**config.mk**
```make
export PLATFORM = sky130hd
export DESIGN_NAME = ps2_mouse_cursor_tracker_core
export DESIGN_NICKNAME = d
export VERILOG_FILES = /design/src/rtl/pmct_pkg.sv /design/src/rtl/pmct_in_reg.sv /design/src/rtl/pmct_axis_clamp.sv /design/src/rtl/pmct_tracker.sv /design/src/rtl/ps2_mouse_cursor_tracker_core.sv
export SDC_FILE = /design/constraint.sdc
export NUM_CORES = 1
export LEC_CHECK = 0
export ABC_CLOCK_PERIOD_IN_PS = 6200
export BUFFER_PORTS_ARGS = -buffer_cell sky130_fd_sc_hd__buf_2
export CORE_AREA = 2 2 125 127
export CTS_BUF_LIST = sky130_fd_sc_hd__clkbuf_8
export CTS_CLUSTER_DIAMETER = 30
export CTS_CLUSTER_SIZE = 12
export DETAILED_ROUTE_END_ITERATION = 10
export DIE_AREA = 0 0 127 129
export GPL_TIMING_DRIVEN = 0
export PLACE_DENSITY_LB_ADDON = 0.05
export SLEW_MARGIN = 5
export SYNTH_ARGS = -nofsm -noshare
export SYNTH_HDL_FRONTEND = slang
export SYNTH_HIERARCHICAL = 1
export SYNTH_SLANG_ARGS = --single-unit
```
**constraint.sdc**
```tcl
create_clock -name clk_i -period 6.2 [get_ports clk_i]
set_clock_uncertainty 0.15 [all_clocks]
set_input_delay 0.62 -clock clk_i [delete_from_list [all_inputs] [get_ports clk_i]]
set_output_delay 0.62 -clock clk_i [all_outputs]
set_load 0.01 [all_outputs]
```
**src/rtl/pmct_pkg.sv**
```systemverilog
// ----------------------------------------------------------------------------
// PS/2 mouse cursor tracker package
// Shared widths, codes and the input transaction layout of the tracker.
// ----------------------------------------------------------------------------
package pmct_pkg;

  // Fixed field widths.
  localparam int unsigned SCREEN_BITS = 14;
  localparam int unsigned BYTE_BITS   = 8;
  localparam int unsigned DELTA_BITS  = 16;
  localparam int unsigned REQ_BITS    = 2;
  localparam int unsigned STATUS_BITS = 3;
  localparam int unsigned CFG_IDX_BITS = 1;
  localparam int unsigned IN_TDATA_BITS = 48;

  // Register reset values.
  localparam logic [SCREEN_BITS-1:0] SCREEN_WIDTH_RESET  = 14'd1024;
  localparam logic [SCREEN_BITS-1:0] SCREEN_HEIGHT_RESET = 14'd768;

  // Cursor position after reset.
  localparam int unsigned POS_X_RESET = 400;
  localparam int unsigned POS_Y_RESET = 300;

  // PS/2 header byte layout.
  localparam int unsigned SYNC_BIT_IDX  = 3;
  localparam int unsigned LEFT_BIT_IDX  = 0;
  localparam int unsigned RIGHT_BIT_IDX = 1;
  localparam logic [BYTE_BITS-1:0] OVERFLOW_MASK = 8'hC0;

  // Byte position within a packet.
  localparam logic [1:0] BYTE_POS_FIRST = 2'd0;
  localparam logic [1:0] BYTE_POS_LAST  = 2'd2;

  typedef enum logic [REQ_BITS-1:0] {
    REQ_PS2_BYTE = 2'd0,
    REQ_DELTA    = 2'd1,
    REQ_BUTTONS  = 2'd2,
    REQ_UNUSED   = 2'd3
  } pmct_req_e;

  typedef enum logic [STATUS_BITS-1:0] {
    ST_BYTE_STORED      = 3'd0,
    ST_BYTE_DROPPED     = 3'd1,
    ST_PACKET_APPLIED   = 3'd2,
    ST_PACKET_OVERFLOW  = 3'd3,
    ST_DELTA_APPLIED    = 3'd4,
    ST_BUTTONS_SET      = 3'd5
  } pmct_status_e;

  typedef enum logic [CFG_IDX_BITS-1:0] {
    CFG_SCREEN_WIDTH  = 1'b0,
    CFG_SCREEN_HEIGHT = 1'b1
  } pmct_cfg_e;

  // One input transaction after unpacking.
  typedef struct packed {
    pmct_req_e                     req_type;
    logic [BYTE_BITS-1:0]          data_byte;
    logic signed [DELTA_BITS-1:0]  delta_x;
    logic signed [DELTA_BITS-1:0]  delta_y;
    logic                          left_button;
    logic                          right_button;
  } pmct_item_t;

endpackage

```
**src/rtl/pmct_in_reg.sv**
```systemverilog
// ----------------------------------------------------------------------------
// Input register
// Holds one accepted input transaction until the tracker consumes it.
// ----------------------------------------------------------------------------
module pmct_in_reg (
  input  logic                clk_i,
  input  logic                rst_ni,
  input  logic                in_valid_i,
  output logic                in_ready_o,
  input  pmct_pkg::pmct_item_t in_item_i,
  output logic                out_valid_o,
  input  logic                out_take_i,
  output pmct_pkg::pmct_item_t out_item_o
);

  logic                 valid_q, valid_d;
  pmct_pkg::pmct_item_t item_q;
  logic                 accept;

  // The register is free when empty or when its item leaves this cycle.
  assign in_ready_o = !valid_q || out_take_i;
  assign accept     = in_valid_i && in_ready_o;

  always_comb begin
    valid_d = valid_q;
    if (accept) begin
      valid_d = 1'b1;
    end else if (out_take_i) begin
      valid_d = 1'b0;
    end
  end

  always_ff @(posedge clk_i or negedge rst_ni) begin
    if (!rst_ni) begin
      valid_q <= 1'b0;
    end else begin
      valid_q <= valid_d;
    end
  end

  // Payload carries no reset.
  always_ff @(posedge clk_i) begin
    if (accept) begin
      item_q <= in_item_i;
    end
  end

  assign out_valid_o = valid_q;
  assign out_item_o  = item_q;

endmodule

```
**src/rtl/pmct_axis_clamp.sv**
```systemverilog
// ----------------------------------------------------------------------------
// Axis clamp
// Adds a signed delta to one cursor coordinate and saturates to the screen.
// ----------------------------------------------------------------------------
module pmct_axis_clamp #(
  parameter int unsigned COORD_BITS = 14
) (
  input  logic [COORD_BITS-1:0]                   pos_i,
  input  logic signed [pmct_pkg::DELTA_BITS-1:0]  delta_i,
  input  logic [pmct_pkg::SCREEN_BITS-1:0]        size_i,
  output logic [COORD_BITS-1:0]                   pos_o
);

  localparam int unsigned WideBits =
      (COORD_BITS > pmct_pkg::DELTA_BITS) ? COORD_BITS : pmct_pkg::DELTA_BITS;
  localparam int unsigned SumBits  =
      ((WideBits > pmct_pkg::SCREEN_BITS) ? WideBits : pmct_pkg::SCREEN_BITS) + 2;

  logic signed [SumBits-1:0] sum;
  logic signed [SumBits-1:0] lim;
  logic signed [SumBits-1:0] res;

  // A zero screen size behaves as a size of one.
  always_comb begin
    sum = $signed(SumBits'(pos_i)) + SumBits'(delta_i);
    lim = (size_i == '0) ? $signed(SumBits'(1)) : $signed(SumBits'(size_i));
    if (sum[SumBits-1]) begin
      res = '0;
    end else if (sum >= lim) begin
      res = lim - $signed(SumBits'(1));
    end else begin
      res = sum;
    end
  end

  assign pos_o = res[COORD_BITS-1:0];

endmodule

```
**src/rtl/pmct_tracker.sv**
```systemverilog
// ----------------------------------------------------------------------------
// Tracker core
// Packet assembly, cursor and button state, and the result register.
// ----------------------------------------------------------------------------
module pmct_tracker #(
  parameter int unsigned COORD_BITS = 14
) (
  input  logic                                clk_i,
  input  logic                                rst_ni,
  input  logic                                item_valid_i,
  input  pmct_pkg::pmct_item_t                item_i,
  output logic                                take_o,
  input  logic [pmct_pkg::SCREEN_BITS-1:0]    screen_width_i,
  input  logic [pmct_pkg::SCREEN_BITS-1:0]    screen_height_i,
  output logic                                res_valid_o,
  input  logic                                res_ready_i,
  output pmct_pkg::pmct_status_e              status_o,
  output logic [COORD_BITS-1:0]               cursor_x_o,
  output logic [COORD_BITS-1:0]               cursor_y_o,
  output logic                                left_o,
  output logic                                right_o
);

  logic [1:0]                             byte_pos_q, byte_pos_d;
  logic [pmct_pkg::BYTE_BITS-1:0]         pkt0_q, pkt0_d;
  logic [pmct_pkg::BYTE_BITS-1:0]         pkt1_q, pkt1_d;
  logic [COORD_BITS-1:0]                  pos_x_q, pos_x_d;
  logic [COORD_BITS-1:0]                  pos_y_q, pos_y_d;
  logic                                   left_q, left_d;
  logic                                   right_q, right_d;
  logic                                   res_valid_q, res_valid_d;
  pmct_pkg::pmct_status_e                 status_q, status_d;
  logic                                   move_en;
  logic signed [pmct_pkg::DELTA_BITS-1:0] dx;
  logic signed [pmct_pkg::DELTA_BITS-1:0] dy;
  logic [COORD_BITS-1:0]                  moved_x;
  logic [COORD_BITS-1:0]                  moved_y;
  logic [pmct_pkg::BYTE_BITS-1:0]         data_b;

  // An item is consumed when the result register is free or being drained.
  assign take_o = item_valid_i && (!res_valid_q || res_ready_i);
  assign data_b = item_i.data_byte;

  // Decode the item and work out the next state.
  always_comb begin
    byte_pos_d = byte_pos_q;
    pkt0_d     = pkt0_q;
    pkt1_d     = pkt1_q;
    left_d     = left_q;
    right_d    = right_q;
    move_en    = 1'b0;
    dx         = item_i.delta_x;
    dy         = item_i.delta_y;
    status_d   = pmct_pkg::ST_BYTE_DROPPED;
    case (item_i.req_type)
      pmct_pkg::REQ_PS2_BYTE: begin
        if (byte_pos_q == pmct_pkg::BYTE_POS_FIRST &&
            !data_b[pmct_pkg::SYNC_BIT_IDX]) begin
          // Not a header byte: drop it to regain framing.
          status_d = pmct_pkg::ST_BYTE_DROPPED;
        end else if (byte_pos_q != pmct_pkg::BYTE_POS_LAST) begin
          if (byte_pos_q == pmct_pkg::BYTE_POS_FIRST) begin
            pkt0_d = data_b;
          end else begin
            pkt1_d = data_b;
          end
          byte_pos_d = byte_pos_q + 2'd1;
          status_d   = pmct_pkg::ST_BYTE_STORED;
        end else begin
          // Third byte completes the packet; buttons are taken regardless.
          byte_pos_d = pmct_pkg::BYTE_POS_FIRST;
          left_d     = pkt0_q[pmct_pkg::LEFT_BIT_IDX];
          right_d    = pkt0_q[pmct_pkg::RIGHT_BIT_IDX];
          if ((pkt0_q & pmct_pkg::OVERFLOW_MASK) != '0) begin
            status_d = pmct_pkg::ST_PACKET_OVERFLOW;
          end else begin
            move_en  = 1'b1;
            dx       = {{(pmct_pkg::DELTA_BITS-pmct_pkg::BYTE_BITS){pkt1_q[7]}}, pkt1_q};
            dy       = -{{(pmct_pkg::DELTA_BITS-pmct_pkg::BYTE_BITS){data_b[7]}}, data_b};
            status_d = pmct_pkg::ST_PACKET_APPLIED;
          end
        end
      end
      pmct_pkg::REQ_DELTA: begin
        move_en  = 1'b1;
        status_d = pmct_pkg::ST_DELTA_APPLIED;
      end
      pmct_pkg::REQ_BUTTONS: begin
        left_d   = item_i.left_button;
        right_d  = item_i.right_button;
        status_d = pmct_pkg::ST_BUTTONS_SET;
      end
      default: begin
        status_d = pmct_pkg::ST_BYTE_DROPPED;
      end
    endcase
  end

  pmct_axis_clamp #(.COORD_BITS(COORD_BITS)) u_clamp_x (
    .pos_i   (pos_x_q),
    .delta_i (dx),
    .size_i  (screen_width_i),
    .pos_o   (moved_x)
  );

  pmct_axis_clamp #(.COORD_BITS(COORD_BITS)) u_clamp_y (
    .pos_i   (pos_y_q),
    .delta_i (dy),
    .size_i  (screen_height_i),
    .pos_o   (moved_y)
  );

  assign pos_x_d = move_en ? moved_x : pos_x_q;
  assign pos_y_d = move_en ? moved_y : pos_y_q;

  // Result valid flag follows the output handshake.
  always_comb begin
    res_valid_d = res_valid_q;
    if (take_o) begin
      res_valid_d = 1'b1;
    end else if (res_ready_i) begin
      res_valid_d = 1'b0;
    end
  end

  // Control and architectural state; all but the result valid flag update only when an item is consumed.
  always_ff @(posedge clk_i or negedge rst_ni) begin
    if (!rst_ni) begin
      res_valid_q <= 1'b0;
      byte_pos_q  <= pmct_pkg::BYTE_POS_FIRST;
      pos_x_q     <= COORD_BITS'(pmct_pkg::POS_X_RESET);
      pos_y_q     <= COORD_BITS'(pmct_pkg::POS_Y_RESET);
      left_q      <= 1'b0;
      right_q     <= 1'b0;
    end else begin
      res_valid_q <= res_valid_d;
      if (take_o) begin
        byte_pos_q <= byte_pos_d;
        pos_x_q    <= pos_x_d;
        pos_y_q    <= pos_y_d;
        left_q     <= left_d;
        right_q    <= right_d;
      end
    end
  end

  // Packet bytes and status payload carry no reset.
  always_ff @(posedge clk_i) begin
    if (take_o) begin
      pkt0_q   <= pkt0_d;
      pkt1_q   <= pkt1_d;
      status_q <= status_d;
    end
  end

  // The state only moves together with a new result, so it doubles as the
  // result payload and stays stable while the result waits.
  assign res_valid_o = res_valid_q;
  assign status_o    = status_q;
  assign cursor_x_o  = pos_x_q;
  assign cursor_y_o  = pos_y_q;
  assign left_o      = left_q;
  assign right_o     = right_q;

endmodule

```
**src/rtl/ps2_mouse_cursor_tracker_core.sv**
```systemverilog
// ----------------------------------------------------------------------------
// PS/2 mouse cursor tracker
// Assembles three-byte PS/2 mouse packets, applies direct deltas and button
// writes, and reports the saturated cursor position and buttons per item.
// ----------------------------------------------------------------------------
// The block takes one input transaction per clock while the sink accepts
// results, and returns exactly one result transaction for each, in order. A
// result reaches the master side by way of the input register, which holds the
// accepted item, and the result register, which captures it once free. The
// sustained rate is one item per cycle, set by the update of the cursor and
// button state, which each item reads and writes.
// The output holds while the sink stalls, and the input register absorbs one
// further item. Screen size registers should only be written while no item is
// in flight; a write does not move the cursor until the next movement.
module ps2_mouse_cursor_tracker_core #(
  parameter int unsigned COORD_BITS = 14,
  localparam int unsigned OutBits = ((2 * COORD_BITS + 2 + 7) / 8) * 8
) (
  input  logic                                  clk_i,
  input  logic                                  rst_ni,
  // Input stream.
  input  logic                                  s_axis_tvalid,
  output logic                                  s_axis_tready,
  // data_byte[7:0], delta_x[23:8], delta_y[39:24], left_button[40],
  // right_button[41], zero fill above.
  input  logic [pmct_pkg::IN_TDATA_BITS-1:0]    s_axis_tdata,
  // req_type[1:0].
  input  logic [pmct_pkg::REQ_BITS-1:0]         s_axis_tuser,
  // Result stream.
  output logic                                  m_axis_tvalid,
  input  logic                                  m_axis_tready,
  // cursor_x, cursor_y, left_pressed, right_pressed from bit 0 up, zero fill.
  output logic [OutBits-1:0]                    m_axis_tdata,
  // event_status[2:0].
  output logic [pmct_pkg::STATUS_BITS-1:0]      m_axis_tuser,
  // Register write channel.
  input  logic                                  cfg_valid_i,
  output logic                                  cfg_ready_o,
  input  logic [pmct_pkg::CFG_IDX_BITS-1:0]     cfg_index_i,
  input  logic [pmct_pkg::SCREEN_BITS-1:0]      cfg_data_i
);

  pmct_pkg::pmct_item_t                 in_item;
  pmct_pkg::pmct_item_t                 reg_item;
  logic                                 reg_valid;
  logic                                 take;
  logic [pmct_pkg::SCREEN_BITS-1:0]     width_q, width_d;
  logic [pmct_pkg::SCREEN_BITS-1:0]     height_q, height_d;
  pmct_pkg::pmct_status_e               status;
  logic [COORD_BITS-1:0]                cursor_x;
  logic [COORD_BITS-1:0]                cursor_y;
  logic                                 left_pressed;
  logic                                 right_pressed;

  // Unpack the input transaction.
  always_comb begin
    in_item.req_type     = pmct_pkg::pmct_req_e'(s_axis_tuser);
    in_item.data_byte    = s_axis_tdata[7:0];
    in_item.delta_x      = s_axis_tdata[23:8];
    in_item.delta_y      = s_axis_tdata[39:24];
    in_item.left_button  = s_axis_tdata[40];
    in_item.right_button = s_axis_tdata[41];
  end

  // Screen size registers; writes are always taken.
  assign cfg_ready_o = 1'b1;

  always_comb begin
    width_d  = width_q;
    height_d = height_q;
    if (cfg_valid_i) begin
      case (pmct_pkg::pmct_cfg_e'(cfg_index_i))
        pmct_pkg::CFG_SCREEN_WIDTH:  width_d = cfg_data_i;
        pmct_pkg::CFG_SCREEN_HEIGHT: height_d = cfg_data_i;
        default: begin
          width_d = width_q;
        end
      endcase
    end
  end

  always_ff @(posedge clk_i or negedge rst_ni) begin
    if (!rst_ni) begin
      width_q  <= pmct_pkg::SCREEN_WIDTH_RESET;
      height_q <= pmct_pkg::SCREEN_HEIGHT_RESET;
    end else begin
      width_q  <= width_d;
      height_q <= height_d;
    end
  end

  pmct_in_reg u_in_reg (
    .clk_i       (clk_i),
    .rst_ni      (rst_ni),
    .in_valid_i  (s_axis_tvalid),
    .in_ready_o  (s_axis_tready),
    .in_item_i   (in_item),
    .out_valid_o (reg_valid),
    .out_take_i  (take),
    .out_item_o  (reg_item)
  );

  pmct_tracker #(.COORD_BITS(COORD_BITS)) u_tracker (
    .clk_i           (clk_i),
    .rst_ni          (rst_ni),
    .item_valid_i    (reg_valid),
    .item_i          (reg_item),
    .take_o          (take),
    .screen_width_i  (width_q),
    .screen_height_i (height_q),
    .res_valid_o     (m_axis_tvalid),
    .res_ready_i     (m_axis_tready),
    .status_o        (status),
    .cursor_x_o      (cursor_x),
    .cursor_y_o      (cursor_y),
    .left_o          (left_pressed),
    .right_o         (right_pressed)
  );

  // Pack the result transaction.
  assign m_axis_tuser = status;
  assign m_axis_tdata = OutBits'({right_pressed, left_pressed, cursor_y, cursor_x});

endmodule

```
# Word-level counts from Yosys, hierarchy flattened
# Cells that the tools add are included.
# W data, S select, Z words.
dict set report totals {
  ff_bits 125
}
dict set report op_classes {
  addsub 6
  magnitude_cmp 2
  n_eq_ne 5
  muxes 33
  n_bitwise 3
  n_reduce_logical 23
}
# operator n
set ops {}
lappend ops {{$mux W16} 8}
lappend ops {{$mux W14} 6}
lappend ops {{$add A15 B16 Y17} 2}
lappend ops {{$ge A17 B15 Y1} 2}
lappend ops {{$logic_not A14 Y1} 2}
lappend ops {{$sub A14 B1 Y14 const B} 2}
lappend ops {{$neg A16 Y16} 1}
lappend ops {{$mux W1} 12}
lappend ops {{$reduce_and A5 Y1} 2}
lappend ops {{$pmux W3 S3} 1}
lappend ops {{$reduce_bool A8 Y1} 1}
lappend ops {{$mux W3} 2}
lappend ops {{$ne A2 B2 Y1 const B} 3}
lappend ops {{$pmux W1 S2} 3}
lappend ops {{$reduce_and A2 Y1} 3}
lappend ops {{$reduce_bool A2 Y1} 3}
lappend ops {{$logic_not A2 Y1} 2}
lappend ops {{$reduce_and A4 Y1} 1}
lappend ops {{$logic_and A1 B1 Y1} 3}
lappend ops {{$logic_not A1 Y1} 3}
lappend ops {{$not A1 Y1} 3}
lappend ops {{$reduce_and A3 Y1} 1}
lappend ops {{$add A2 B1 Y2 const B} 1}
lappend ops {{$eq A2 B1 Y1 const B} 1}
lappend ops {{3 further kinds} 4}

# Logic depth before layout (Yosys ltp)
# Gate-level depths: netlist of the first run.
dict set report logic_depth {
  ltp_word 9
  mapped_depth 27
  mapped_depth_nobuf 24
}

# By module
# Netlist of the first run, hierarchy kept.
# mod instances cells_per_inst area_each_um2
set modules_own_cells {}
lappend modules_own_cells {pmct_tracker 1 174 2477.4}
lappend modules_own_cells {{pmct_axis_clamp (u_tracker.u_clamp_x)} 1 331 2142.1}
lappend modules_own_cells {{pmct_axis_clamp (u_tracker.u_clamp_y)} 1 274 1834.3}
lappend modules_own_cells {pmct_in_reg 1 48 1375.1}
lappend modules_own_cells {ps2_mouse_cursor_tracker_core 1 68 1124.8}

# Worst setup path after synthesis of the first run
# OpenSTA, ideal clock, no wires.
dict set report synth_path {
  path_type {reg2reg}
  start {register u_in_reg.item_q, in the netlist u_in_reg/out_item_o[42]}
  end {register u_tracker.pos_x_q[6] (netlist: u_tracker/cursor_x_o[6])}
  setup_time_ns 0.125
  arrival_ns 5.205
  required_ns 5.925
  slack_ns 0.720
  stages_incl_launch_ff 27
  path_cell_list {edfxtp_1 -> inv_1 -> ha_1 -> and3b_1 -> buf_6 -> nand2_1 -> buf_2 -> mux2_2 -> ha_1 -> inv_1 -> fa_1 -> nand2b_1 -> a21oi_1 -> o21a_1 -> or3_1 -> and2_1 -> ha_1 -> and4_1 -> nand2_1 -> o211ai_1 -> a31oi_1 -> o221ai_1 -> clkbuf_1 -> nor3_1 -> a211o_1 -> a311o_1 -> mux2_4}
}
dict set report synth_via {
  elab_chain_len 6
  elab_cells_between_ends 9
  classes_between {1 x add/sub; 1 x order compare; 1 x eq/ne; 4 x mux; 2 x reduce/logical}
}
# element line_no
set synth_rtl {}
lappend synth_rtl {{from (decl)} pmct_in_reg.sv:17} ;# pmct_pkg::pmct_item_t item_q;
lappend synth_rtl {{from (signal assigned)} pmct_in_reg.sv:44} ;# item_q <= in_item_i;
lappend synth_rtl {{$logic_not A2 Y1 (*)} pmct_tracker.sv:55} ;# case (item_i.req_type)
lappend synth_rtl {{$mux W16 (*)} pmct_tracker.sv:55}
lappend synth_rtl {{via u_tracker.dx, one bit} pmct_tracker.sv:34} ;# logic signed [pmct_pkg::DELTA_BITS-1:0] dx;
lappend synth_rtl {{$add A15 B16 Y17 (*)} pmct_axis_clamp.sv:25} ;# sum = $signed(SumBits'(pos_i)) + SumBits'(delta_i);
lappend synth_rtl {{$ge A17 B15 Y1} pmct_axis_clamp.sv:29} ;# end else if (sum >= lim) begin
lappend synth_rtl {{$mux W14} pmct_axis_clamp.sv:29}
lappend synth_rtl {{$mux W14 (*)} pmct_axis_clamp.sv:27} ;# if (sum[SumBits-1]) begin
lappend synth_rtl {{via u_tracker.moved_x[6]} pmct_tracker.sv:36} ;# logic [COORD_BITS-1:0] moved_x;
lappend synth_rtl {{to (signal assigned)} pmct_tracker.sv:131} ;# pos_x_q <= COORD_BITS'(pmct_pkg::POS_X_RESET);
lappend synth_rtl {{to (signal assigned)} pmct_tracker.sv:139} ;# pos_x_q <= pos_x_d;
lappend synth_rtl {{to (decl)} pmct_tracker.sv:27} ;# logic [COORD_BITS-1:0] pos_x_q, pos_x_d;
# The timed path passes the listed nets; every way through them passes the cells marked *.
# A chain may end at the register's enable or synchronous reset.

# Worst setup path after layout of the first run
# Ends and elaborated chain as after synthesis.

==> summary.log, run 1 <==
qor: run_status.outcome complete, no violations
qor: global_route.antenna_found_initial 0
qor: sta.final_max_slew_viol_count 0
qor: cts.clock_sink_count 121
qor: cts.ctsRootBufferMaster sky130_fd_sc_hd__clkbuf_8
qor: yosys.synth_top_cells_by_area sky130_fd_sc_hd__edfxtp_1 20%, sky130_fd_sc_hd__dfrtp_1 15%, sky130_fd_sc_hd__ha_1 8.9%, sky130_fd_sc_hd__mux2_2 6.3%, sky130_fd_sc_hd__mux2_4 4.0%
qor: power.power_frac_clock 15.2%
qor: routing.route.detailed.vias_per_inst 6.052
qor: cells_and_area.final_net_count 1153
qor: power.internal_power 0.002514 W
qor: global_route.grt_remaining_overflow 0
qor: global_route.wire_length_of_the_first_global_routing_pass 35510 um
qor: routing.routed-via-count 7371
qor: placement.io_buffer_count 98
qor: critical_path.largest_fanout_on_the_critical_path 10
qor: critical_path.worst-r2r-cell-count 27
qor: flow_run.max_cap_viol 0
qor: global_route.grt_max_degree 63
qor: routing.drtAntennaViolNets 0
qor: sta.slew-limit-headroom 33.29%
qor: placement.final_wtd_congestion 0.9403
qor: yosys.synth_largest_type_area_fraction 19.79%
qor: hold_path.timing.hold.worst.class in2async
qor: global_route.first_global_vias 6837
qor: floorplanning.die_area 16380 um^2
qor: cells_and_area.final_common_cell sky130_fd_sc_hd__buf_2
qor: power.switching_power 0.002129 W
qor: sta.final_min_period_over_clock_period 96.83%
qor: placement.dpl.hpwl 16610 um
qor: sta.postLayoutSetupSlackWorst 0.1963 ns
qor: floorplanning.dieWidth 127 um
qor: power.power-per-cell-area 454.1 nW/um^2
qor: cts.cts_max_level 4
qor: yosys.synth_enable_flop_cells 59
qor: floorplanning.io_pins 108
qor: global_route.grtUsageTotal 27.77%
qor: cells_and_area.drive_gt1_share 27.77%
qor: power.swShare 45.85%
qor: floorplanning.placementRows 45
qor: routing.wl_per_cell 18.24 um
qor: yosys.post_synth_inst_count 895
qor: sta.fmax 0.1666 GHz
qor: yosys.post_synthesis_instance_area 8954 um^2
qor: yosys.synth.largest_area_cell sky130_fd_sc_hd__edfxtp_1
qor: cells_and_area.antenna-diode-count 0
qor: yosys.synthFlopType sky130_fd_sc_hd__edfxtp_1
qor: cts.clk_pin_slew_worst_paths 0.09 ns
qor: yosys.postSynthRegisterBits 121
qor: critical_path.worstSetupPathType reg2reg
qor: cts.tritoncts.num_buffers 17
qor: power.vdd_drop_max 0.2911 mV
qor: sta.worst_margin_slew 0.9755 ns
qor: critical_path.worstSetupEndpointType flip-flop
qor: floorplanning.core_area 14980 um^2
qor: sta.setup-violations-final 0
qor: routing.drt-pass1-iter-count 7
qor: floorplanning.fp.dieH 129 um
qor: critical_path.data_arrival_time_of_the_critical_path 6.18 ns
qor: yosys.asyncSetResetFlopFracSynth 51.24%
qor: yosys.synthesis.yosys.warnings 6
qor: critical_path.worst-r2r-setup-slack 0.20 ns
qor: cells_and_area.layout.core_utilization 68.28%
qor: routing.drc_viols 0
qor: critical_path.critPathMaxStageDelay 0.43 ns
qor: placement.dp_worst_slack -0.2422 ns
qor: power.pwr-share-seq 24.9%
qor: sta.final.setup.tns 0 ns
qor: cts.hold_buffers 0
qor: cells_and_area.mostFrequentLayoutCells 101 x sky130_fd_sc_hd__buf_2, 66 x sky130_fd_sc_hd__inv_1, 63 x sky130_fd_sc_hd__ha_1
qor: critical_path.regToRegEndpoint u_tracker/cursor_x_o[6]
qor: routing.drc_marker_count_from_the_first_detailed_route_iteration 776
qor: yosys.post_synth_num_cell_types 85
qor: critical_path.critical-path-slowest-cell sky130_fd_sc_hd__edfxtp_1
qor: cells_and_area.area_growth 14.21%
qor: sta.final.min_clock_period 6.004 ns
qor: routing.wl 22220 um
qor: critical_path.worstReg2RegStart u_in_reg/out_item_o[42]
qor: critical_path.worstSetupStartpointType flip-flop
qor: critical_path.timing.critical_path.required 6.37 ns
qor: power.power_frac_comb 59.9%
qor: yosys.avgSynthCellArea 10.00 um^2
qor: cts.tritoncts done
qor: cts.cts_buffer_depth 2
qor: yosys.synth_seq_area_share 37.26%
qor: floorplanning.initial_core_util 59.78%
qor: sta.finalHoldViolations 0
qor: cts.clk_latency 0.43 ns
qor: power.cellLeakagePower 4.552 nW
## power by group through the flow
stage                     Clock [W]  Sequential (W)  Combinational, W
after detailed placement          0         0.00117           0.00260
after CTS                  0.000725         0.00116           0.00264
final                      0.000706         0.00116           0.00278
after global routing       0.000760         0.00118           0.00306
after floorplan                   0         0.00118           0.00191
after global placement            0         0.00117           0.00258
## worst max path at each step
stage,end,from,slack [ns],cells past startpoint
3_3_place_gp,u_tracker/cursor_x_o[9],u_in_reg/out_item_o[42],-0.15,25
3_5_place_dp,u_tracker/cursor_x_o[0],u_in_reg/out_item_o[42],-0.24,26
2_1_floorplan,u_tracker/cursor_x_o[6],u_in_reg/out_item_o[42],0.72,26
5_1_grt,u_tracker/cursor_x_o[0],u_in_reg/out_item_o[42],-0.06,27
6_report,u_tracker/cursor_x_o[6],u_in_reg/out_item_o[42],0.20,27
4_1_cts,u_tracker/cursor_x_o[6],u_in_reg/out_item_o[42],0.02,26
## through the flow
| stage | instances | total power, W | cell area (um^2) | hold WS, ns |
|---|---|---|---|---|
| 2_1_floorplan | 896 | 0.003085 | 8957 | 0.1744 |
| 3_3_place_gp | 1182 | 0.003743 | 9683 | 0.3519 |
| 3_5_place_dp | 1182 | 0.003767 | 9686 | 0.3536 |
| 4_1_cts | 1214 | 0.004516 | 10090 | 0.1564 |
| 5_1_grt | 1218 | 0.005001 | 10230 | 0.1666 |
| 6_report | 1218 | 0.004643 | 10230 | 0.1327 |
## cells in the mapped netlist (4+ instances only)
cell                        instances
sky130_fd_sc_hd__nand2b_1          13
sky130_fd_sc_hd__a21oi_1           41
sky130_fd_sc_hd__a21o_1            19
sky130_fd_sc_hd__mux2_4            24
sky130_fd_sc_hd__o21a_1             5
sky130_fd_sc_hd__a211oi_1           7
sky130_fd_sc_hd__edfxtp_1          59
sky130_fd_sc_hd__buf_2              5
sky130_fd_sc_hd__o21bai_1           5
sky130_fd_sc_hd__a2bb2oi_1          4
sky130_fd_sc_hd__nor4_1             5
sky130_fd_sc_hd__buf_4              9
sky130_fd_sc_hd__and2_1             5
sky130_fd_sc_hd__o21ai_1           11
sky130_fd_sc_hd__dfstp_2           10
sky130_fd_sc_hd__xor2_1            14
sky130_fd_sc_hd__a21boi_0           4
sky130_fd_sc_hd__nand4_1           12
sky130_fd_sc_hd__mux2_2            50
sky130_fd_sc_hd__o211ai_2           7
sky130_fd_sc_hd__clkbuf_1          19
sky130_fd_sc_hd__o211ai_1          21
sky130_fd_sc_hd__nor2_1            59
sky130_fd_sc_hd__nor2b_1            9
sky130_fd_sc_hd__dfrtp_1           52
sky130_fd_sc_hd__and3_1            15
sky130_fd_sc_hd__nor3_1            33
sky130_fd_sc_hd__o2bb2ai_1          6
sky130_fd_sc_hd__nand2_1           49
sky130_fd_sc_hd__nand3_1           35
sky130_fd_sc_hd__inv_1             66
sky130_fd_sc_hd__a31oi_1            8
sky130_fd_sc_hd__or3_1             10
sky130_fd_sc_hd__ha_1              64
sky130_fd_sc_hd__o21ai_0           30
sky130_fd_sc_hd__o41ai_1            4
sky130_fd_sc_hd__xnor2_1           27
sky130_fd_sc_hd__a2111oi_0          4
## cell families after synthesis
kind of cell | after synthesis | synth area share (%)
DFF | 121 | 37.26
buffers and inverters | 106 | 5.687
adders and majority gates | 66 | 9.391
other | 2 | 0.08388
xor gates and xnor gates | 41 | 4.011
muxes | 77 | 10.65
AOI/OAI and AO/OA | 211 | 17.29
and+or+nand+nor | 271 | 15.64
## routing by layer
metal	track usage, %	part of all wire, %
met4	9.502	2.8
met1	38.56	45
met5	0	0
met2	44.78	46
met3	4.366	6.1
## worst max-delay path, delay by kind of cell, from the launching register on
family / cells / cell delay (ns)
flops: 1 / 0.43
mux: 2 / 0.49
xor+xnor: 1 / 0.10
compound gates: 7 / 1.57
buf+inv: 6 / 0.94
fa+ha+maj: 4 / 1.10
simple gates: 7 / 1.10
## area by class of cell
cell class	instances	area (um^2)
Multi-Input combinational cell	669	5216
Clock inverter	15	153.9
Timing Repair Buffer	102	523.0
Clock buffer	17	234.0
Sequential cell	121	3336
Fill cell	1214	4751
Buffer	39	276.5
Inverter	67	251.5
Tap cell	188	235.2
## registers in the layout, summed over array words and instances, names as in the netlist
| signal | flops |
|---|---|
| u_in_reg/out_item_o | 44 |
| height_q | 14 |
| u_tracker/cursor_x_o | 14 |
| u_tracker/cursor_y_o | 14 |
| width_q | 14 |
| u_tracker/pkt1_q | 8 |
| u_tracker/pkt0_q | 4 |
| u_tracker/status_o | 3 |
| u_tracker/byte_pos_q | 2 |
| u_in_reg/out_valid_o | 1 |
| u_tracker/left_o | 1 |
| u_tracker/res_valid_o | 1 |
| u_tracker/right_o | 1 |
## timing repair
item,CTS,global route
pin swaps,2,7
endpoints found under the setup margin,18,28
gates resized for setup,7,31
buffers inserted,0,4
No activity file was read; power rests on OpenSTA's default activity.
==> inputs of run 2 (changes only) <==
--- a/config.mk
+++ b/config.mk
@@ -5,14 +5,15 @@
 export SDC_FILE = /design/constraint.sdc
 export NUM_CORES = 1
 export LEC_CHECK = 0
+export ABC_AREA = 1
 export ABC_CLOCK_PERIOD_IN_PS = 6200
 export BUFFER_PORTS_ARGS = -buffer_cell sky130_fd_sc_hd__buf_2
-export CORE_AREA = 2 2 125 127
+export CORE_AREA = 2 2 122 124
 export CTS_BUF_LIST = sky130_fd_sc_hd__clkbuf_8
 export CTS_CLUSTER_DIAMETER = 30
 export CTS_CLUSTER_SIZE = 12
 export DETAILED_ROUTE_END_ITERATION = 10
-export DIE_AREA = 0 0 127 129
+export DIE_AREA = 0 0 124 126
 export GPL_TIMING_DRIVEN = 0
 export PLACE_DENSITY_LB_ADDON = 0.05
 export SLEW_MARGIN = 5
==> summary.log, run 2 <==
qor: yosys.synth_enable_flop_cells 59
qor: floorplanning.fp.dieH 126 um
qor: yosys.combinational_family_with_the_most_area_after_synthesis simple AND/OR/NAND/NOR gates
qor: yosys.synth_top_cells_by_area sky130_fd_sc_hd__edfxtp_1 21%, sky130_fd_sc_hd__nand2_1 16%, sky130_fd_sc_hd__dfrtp_1 15%, sky130_fd_sc_hd__ha_1 9.3%, sky130_fd_sc_hd__nand3_1 6.0%
qor: critical_path.worst-r2r-setup-slack 1.18 ns
qor: yosys.synth_seq_area_share 38.66%
qor: routing.drc_viols 0
qor: yosys.post_synthesis_instance_area 8628 um^2
qor: global_route.global_route.usage.met2 46.51%
qor: cts.clock_sink_count 121
qor: sta.setup_repair_after_global_routing_missed_its_margin no
qor: floorplanning.die_area 15620 um^2
qor: placement.dpl.hpwl 16950 um
qor: power.vdd_drop_max 0.2235 mV
qor: sta.finalHoldViolations 0
qor: placement.io_buffer_count 97
qor: sta.final.min_clock_period 5.019 ns
qor: cells_and_area.final_common_cell sky130_fd_sc_hd__nand2_1
qor: cts.ctsRootBufferMaster sky130_fd_sc_hd__clkbuf_8
qor: global_route.antenna_found_initial 0
qor: floorplanning.io_pins 108
qor: routing.routed-via-count 7653
qor: global_route.grt_max_degree 63
qor: cts.cts_max_level 4
qor: cts.hold_buffers 0
qor: cells_and_area.layout.cell_area.non_filler 9784 um^2
qor: cells_and_area.drive_gt1_share 16.79%
qor: routing.wl_per_cell 15.07 um
qor: global_route.first_global_vias 7256
qor: global_route.grt_busiest_layer met2
qor: cells_and_area.area_growth 13.40%
qor: cells_and_area.layout.core_utilization 68.36%
qor: global_route.grt.met1_usage 38.99%
qor: cells_and_area.mostFrequentLayoutCells 378 x sky130_fd_sc_hd__nand2_1, 126 x sky130_fd_sc_hd__inv_1, 116 x sky130_fd_sc_hd__nor2_1
qor: yosys.post_synth_num_cell_types 49
qor: floorplanning.core_area 14310 um^2
qor: critical_path.worst-r2r-cell-count 28
qor: power.power-per-cell-area 438.5 nW/um^2
qor: sta.final_min_period_over_clock_period 80.95%
qor: global_route.grt_remaining_overflow 0
qor: global_route.grt_util_met3 5.299%
qor: yosys.synth_largest_type_area_fraction 20.53%
qor: routing.drtAntennaViolNets 0
qor: critical_path.worstReg2RegStart u_in_reg/out_item_o[42]
qor: cts.cts_buffer_depth 2
qor: sta.slew-limit-headroom 44.89%
qor: floorplanning.initial_core_util 60.28%
qor: cts.clk_latency 0.44 ns
qor: sta.final.setup.tns 0 ns
qor: routing.drt-pass1-iter-count 5
qor: cells_and_area.ff_latch_area 3336 um^2
qor: cts.post-cts-setup-buffer-count 0
qor: yosys.postSynthRegisterBits 121
qor: cells_and_area.number_of_flip_flops_in_the_largest_register 44
qor: sta.setup-violations-final 0
qor: yosys.synth.largest_area_cell sky130_fd_sc_hd__edfxtp_1
qor: yosys.synthFlopType sky130_fd_sc_hd__edfxtp_1
qor: routing.drc_marker_count_from_the_first_detailed_route_iteration 426
qor: placement.place.detailed.instances 1409
qor: critical_path.worstSetupStartpointType flip-flop
qor: critical_path.timing.critical_path.required 6.43 ns
qor: flow_run.max_cap_viol 0
qor: routing.wl 21720 um
qor: placement.final_wtd_congestion 0.9399
qor: sta.final_max_slew_viol_count 0
qor: placement.placement_cell_area 9382 um^2
qor: critical_path.largest_fanout_on_the_critical_path 10
qor: yosys.post-synth-top-count-cell sky130_fd_sc_hd__nand2_1
qor: routing.route.detailed.vias_per_inst 5.311
qor: cells_and_area.antenna-diode-count 0
qor: floorplanning.dieWidth 124 um
qor: yosys.mux_share_of_post_synthesis_cell_area 0%
qor: yosys.avgSynthCellArea 7.663 um^2
qor: critical_path.worstSetupEndpointType flip-flop
qor: cells_and_area.final_net_count 1380
qor: cells_and_area.final-instance-count-excl-fill 1441
qor: yosys.synth.cells.most_frequent 378 x sky130_fd_sc_hd__nand2_1, 125 x sky130_fd_sc_hd__inv_1, 116 x sky130_fd_sc_hd__nor2_1, 103 x sky130_fd_sc_hd__nand3_1, 64 x sky130_fd_sc_hd__ha_1
qor: sta.fmax 0.1993 GHz
qor: yosys.post_synth_and_or_nand_nor_area_fraction 32.85%
qor: cells_and_area.layout_filler_cell_count 1304
qor: critical_path.critPathMostFrequentCell sky130_fd_sc_hd__nand2_1
qor: cts.tritoncts.num_buffers 17
qor: cells_and_area.multi_input_comb_area 4567 um^2
qor: critical_path.data_arrival_time_of_the_critical_path 5.25 ns
qor: power.cellLeakagePower 5.267 nW
qor: hold_path.timing.hold.worst.class in2async
qor: yosys.post_synth_inst_count 1126
qor: yosys.synth-compound-area-share 5.713%
qor: sta.hold-worst-slack 0.1031 ns
qor: sta.worst_margin_slew 0.8267 ns
qor: cts.post_cts_resized 0
qor: cts.tritoncts done
qor: critical_path.worstSetupPathType reg2reg
qor: yosys.synthesis.yosys.warnings 6
qor: yosys.post_synth_fa_ha_maj_area_fraction 9.745%
qor: global_route.grtUsageTotal 28.95%
qor: critical_path.critPathMaxStageDelay 0.44 ns
qor: yosys.asyncSetResetFlopFracSynth 51.24%
qor: global_route.wire_length_of_the_first_global_routing_pass 35090 um
qor: cts.clk_pin_slew_worst_paths 0.08 ns
qor: critical_path.critical-path-slowest-cell sky130_fd_sc_hd__clkbuf_1
qor: floorplanning.placementRows 44
qor: critical_path.regToRegEndpoint u_tracker/cursor_x_o[10]
qor: run_status.outcome complete, no violations
qor: yosys.synth-xor-area-share 4.365%
==> run 2: cell count changes after synthesis, moves of 15 or more <==
| cell | delta |
|---|---|
| sky130_fd_sc_hd__xor2_1 | +18 |
| sky130_fd_sc_hd__o211ai_1 | -19 |
| sky130_fd_sc_hd__mux2_2 | -50 |
| sky130_fd_sc_hd__nor3_1 | -20 |
| sky130_fd_sc_hd__mux2_4 | -24 |
| sky130_fd_sc_hd__nor2_1 | +57 |
| sky130_fd_sc_hd__nand2_1 | +329 |
| sky130_fd_sc_hd__and3_1 | -15 |
| sky130_fd_sc_hd__xnor2_1 | -16 |
| sky130_fd_sc_hd__nand3_1 | +68 |
| sky130_fd_sc_hd__inv_1 | +59 |
| sky130_fd_sc_hd__clkbuf_1 | -16 |
==> run 2: worst max-delay path by stage <==
stage                            start                       end
2_1_floorplan  u_in_reg/out_item_o[42]  u_tracker/cursor_x_o[12]
3_3_place_gp             m_axis_tready   u_in_reg/out_item_o[12]
3_5_place_dp   u_in_reg/out_item_o[42]  u_tracker/cursor_x_o[10]
4_1_cts        u_in_reg/out_item_o[42]  u_tracker/cursor_x_o[10]
5_1_grt        u_in_reg/out_item_o[42]  u_tracker/cursor_x_o[11]
6_report       u_in_reg/out_item_o[42]  u_tracker/cursor_x_o[10]
==> run 2: worst max-delay path: cells and delay by family (launching register included) <==
family,cells,cell delay [ns]
xor gates and xnor gates,1,0.18
AOI/OAI and AO/OA,3,0.56
and+or+nand+nor,15,1.64
adders and majority gates,4,1.19
buffers and inverters,5,0.83
DFF,1,0.39
==> run 2: cells by family (layout without fill, tap and decap cells) <==
logic type      count (synthesis)  in the layout
other cells                     2              3
fa+ha+maj                      66             66
buf+inv                       160            290
simple gates                  658            658
xor+xnor                       43             43
compound gates                 76             76
flops                         121            121
==> run 2: cell type report <==
| type | instances | share of cell area, % |
|---|---|---|
| inverters | 129 | 4.949 |
| flip-flops and latches | 121 | 34.09 |
| clock inverters | 15 | 1.726 |
| repair buffers | 98 | 5.192 |
| clock buffers | 17 | 2.391 |
| multi-input cells | 846 | 46.68 |
| plain buffers | 31 | 2.621 |
| well taps | 184 | 2.353 |
==> run 2: metrics by stage <==
stage | worst slack (ns) | power [W]
floorplan | 2.080 | 0.002922
global placement | 1.164 | 0.003495
detailed placement | 1.180 | 0.003547
CTS | 1.171 | 0.004286
global route | 0.6785 | 0.004689
finish | 1.181 | 0.004290
==> run 2: layer usage <==
| metal | vias to the layer above | wire length (um) | part of all wire (%) |
|---|---|---|---|
| met2 | 239 | 10040 | 46 |
| met4 | 0 | 554 | 2.6 |
| met5 | - | 0 | 0 |
| met3 | 38 | 1320 | 6.1 |
| met1 | 3515 | 9803 | 45 |
| li1 | 3861 | - | - |
==> run 2: power breakdown <==
| group | total [W] | switching [W] | internal, W | leakage (nW) |
|---|---|---|---|---|
| clock network | 0.000723 | 0.000356 | 0.000366 | 0.206 |
| registers | 0.00117 | 0.000153 | 0.00102 | 1.31 |
| logic | 0.00239 | 0.00150 | 0.000896 | 3.75 |
| total | 0.00429 | 0.00201 | 0.00228 | 5.27 |
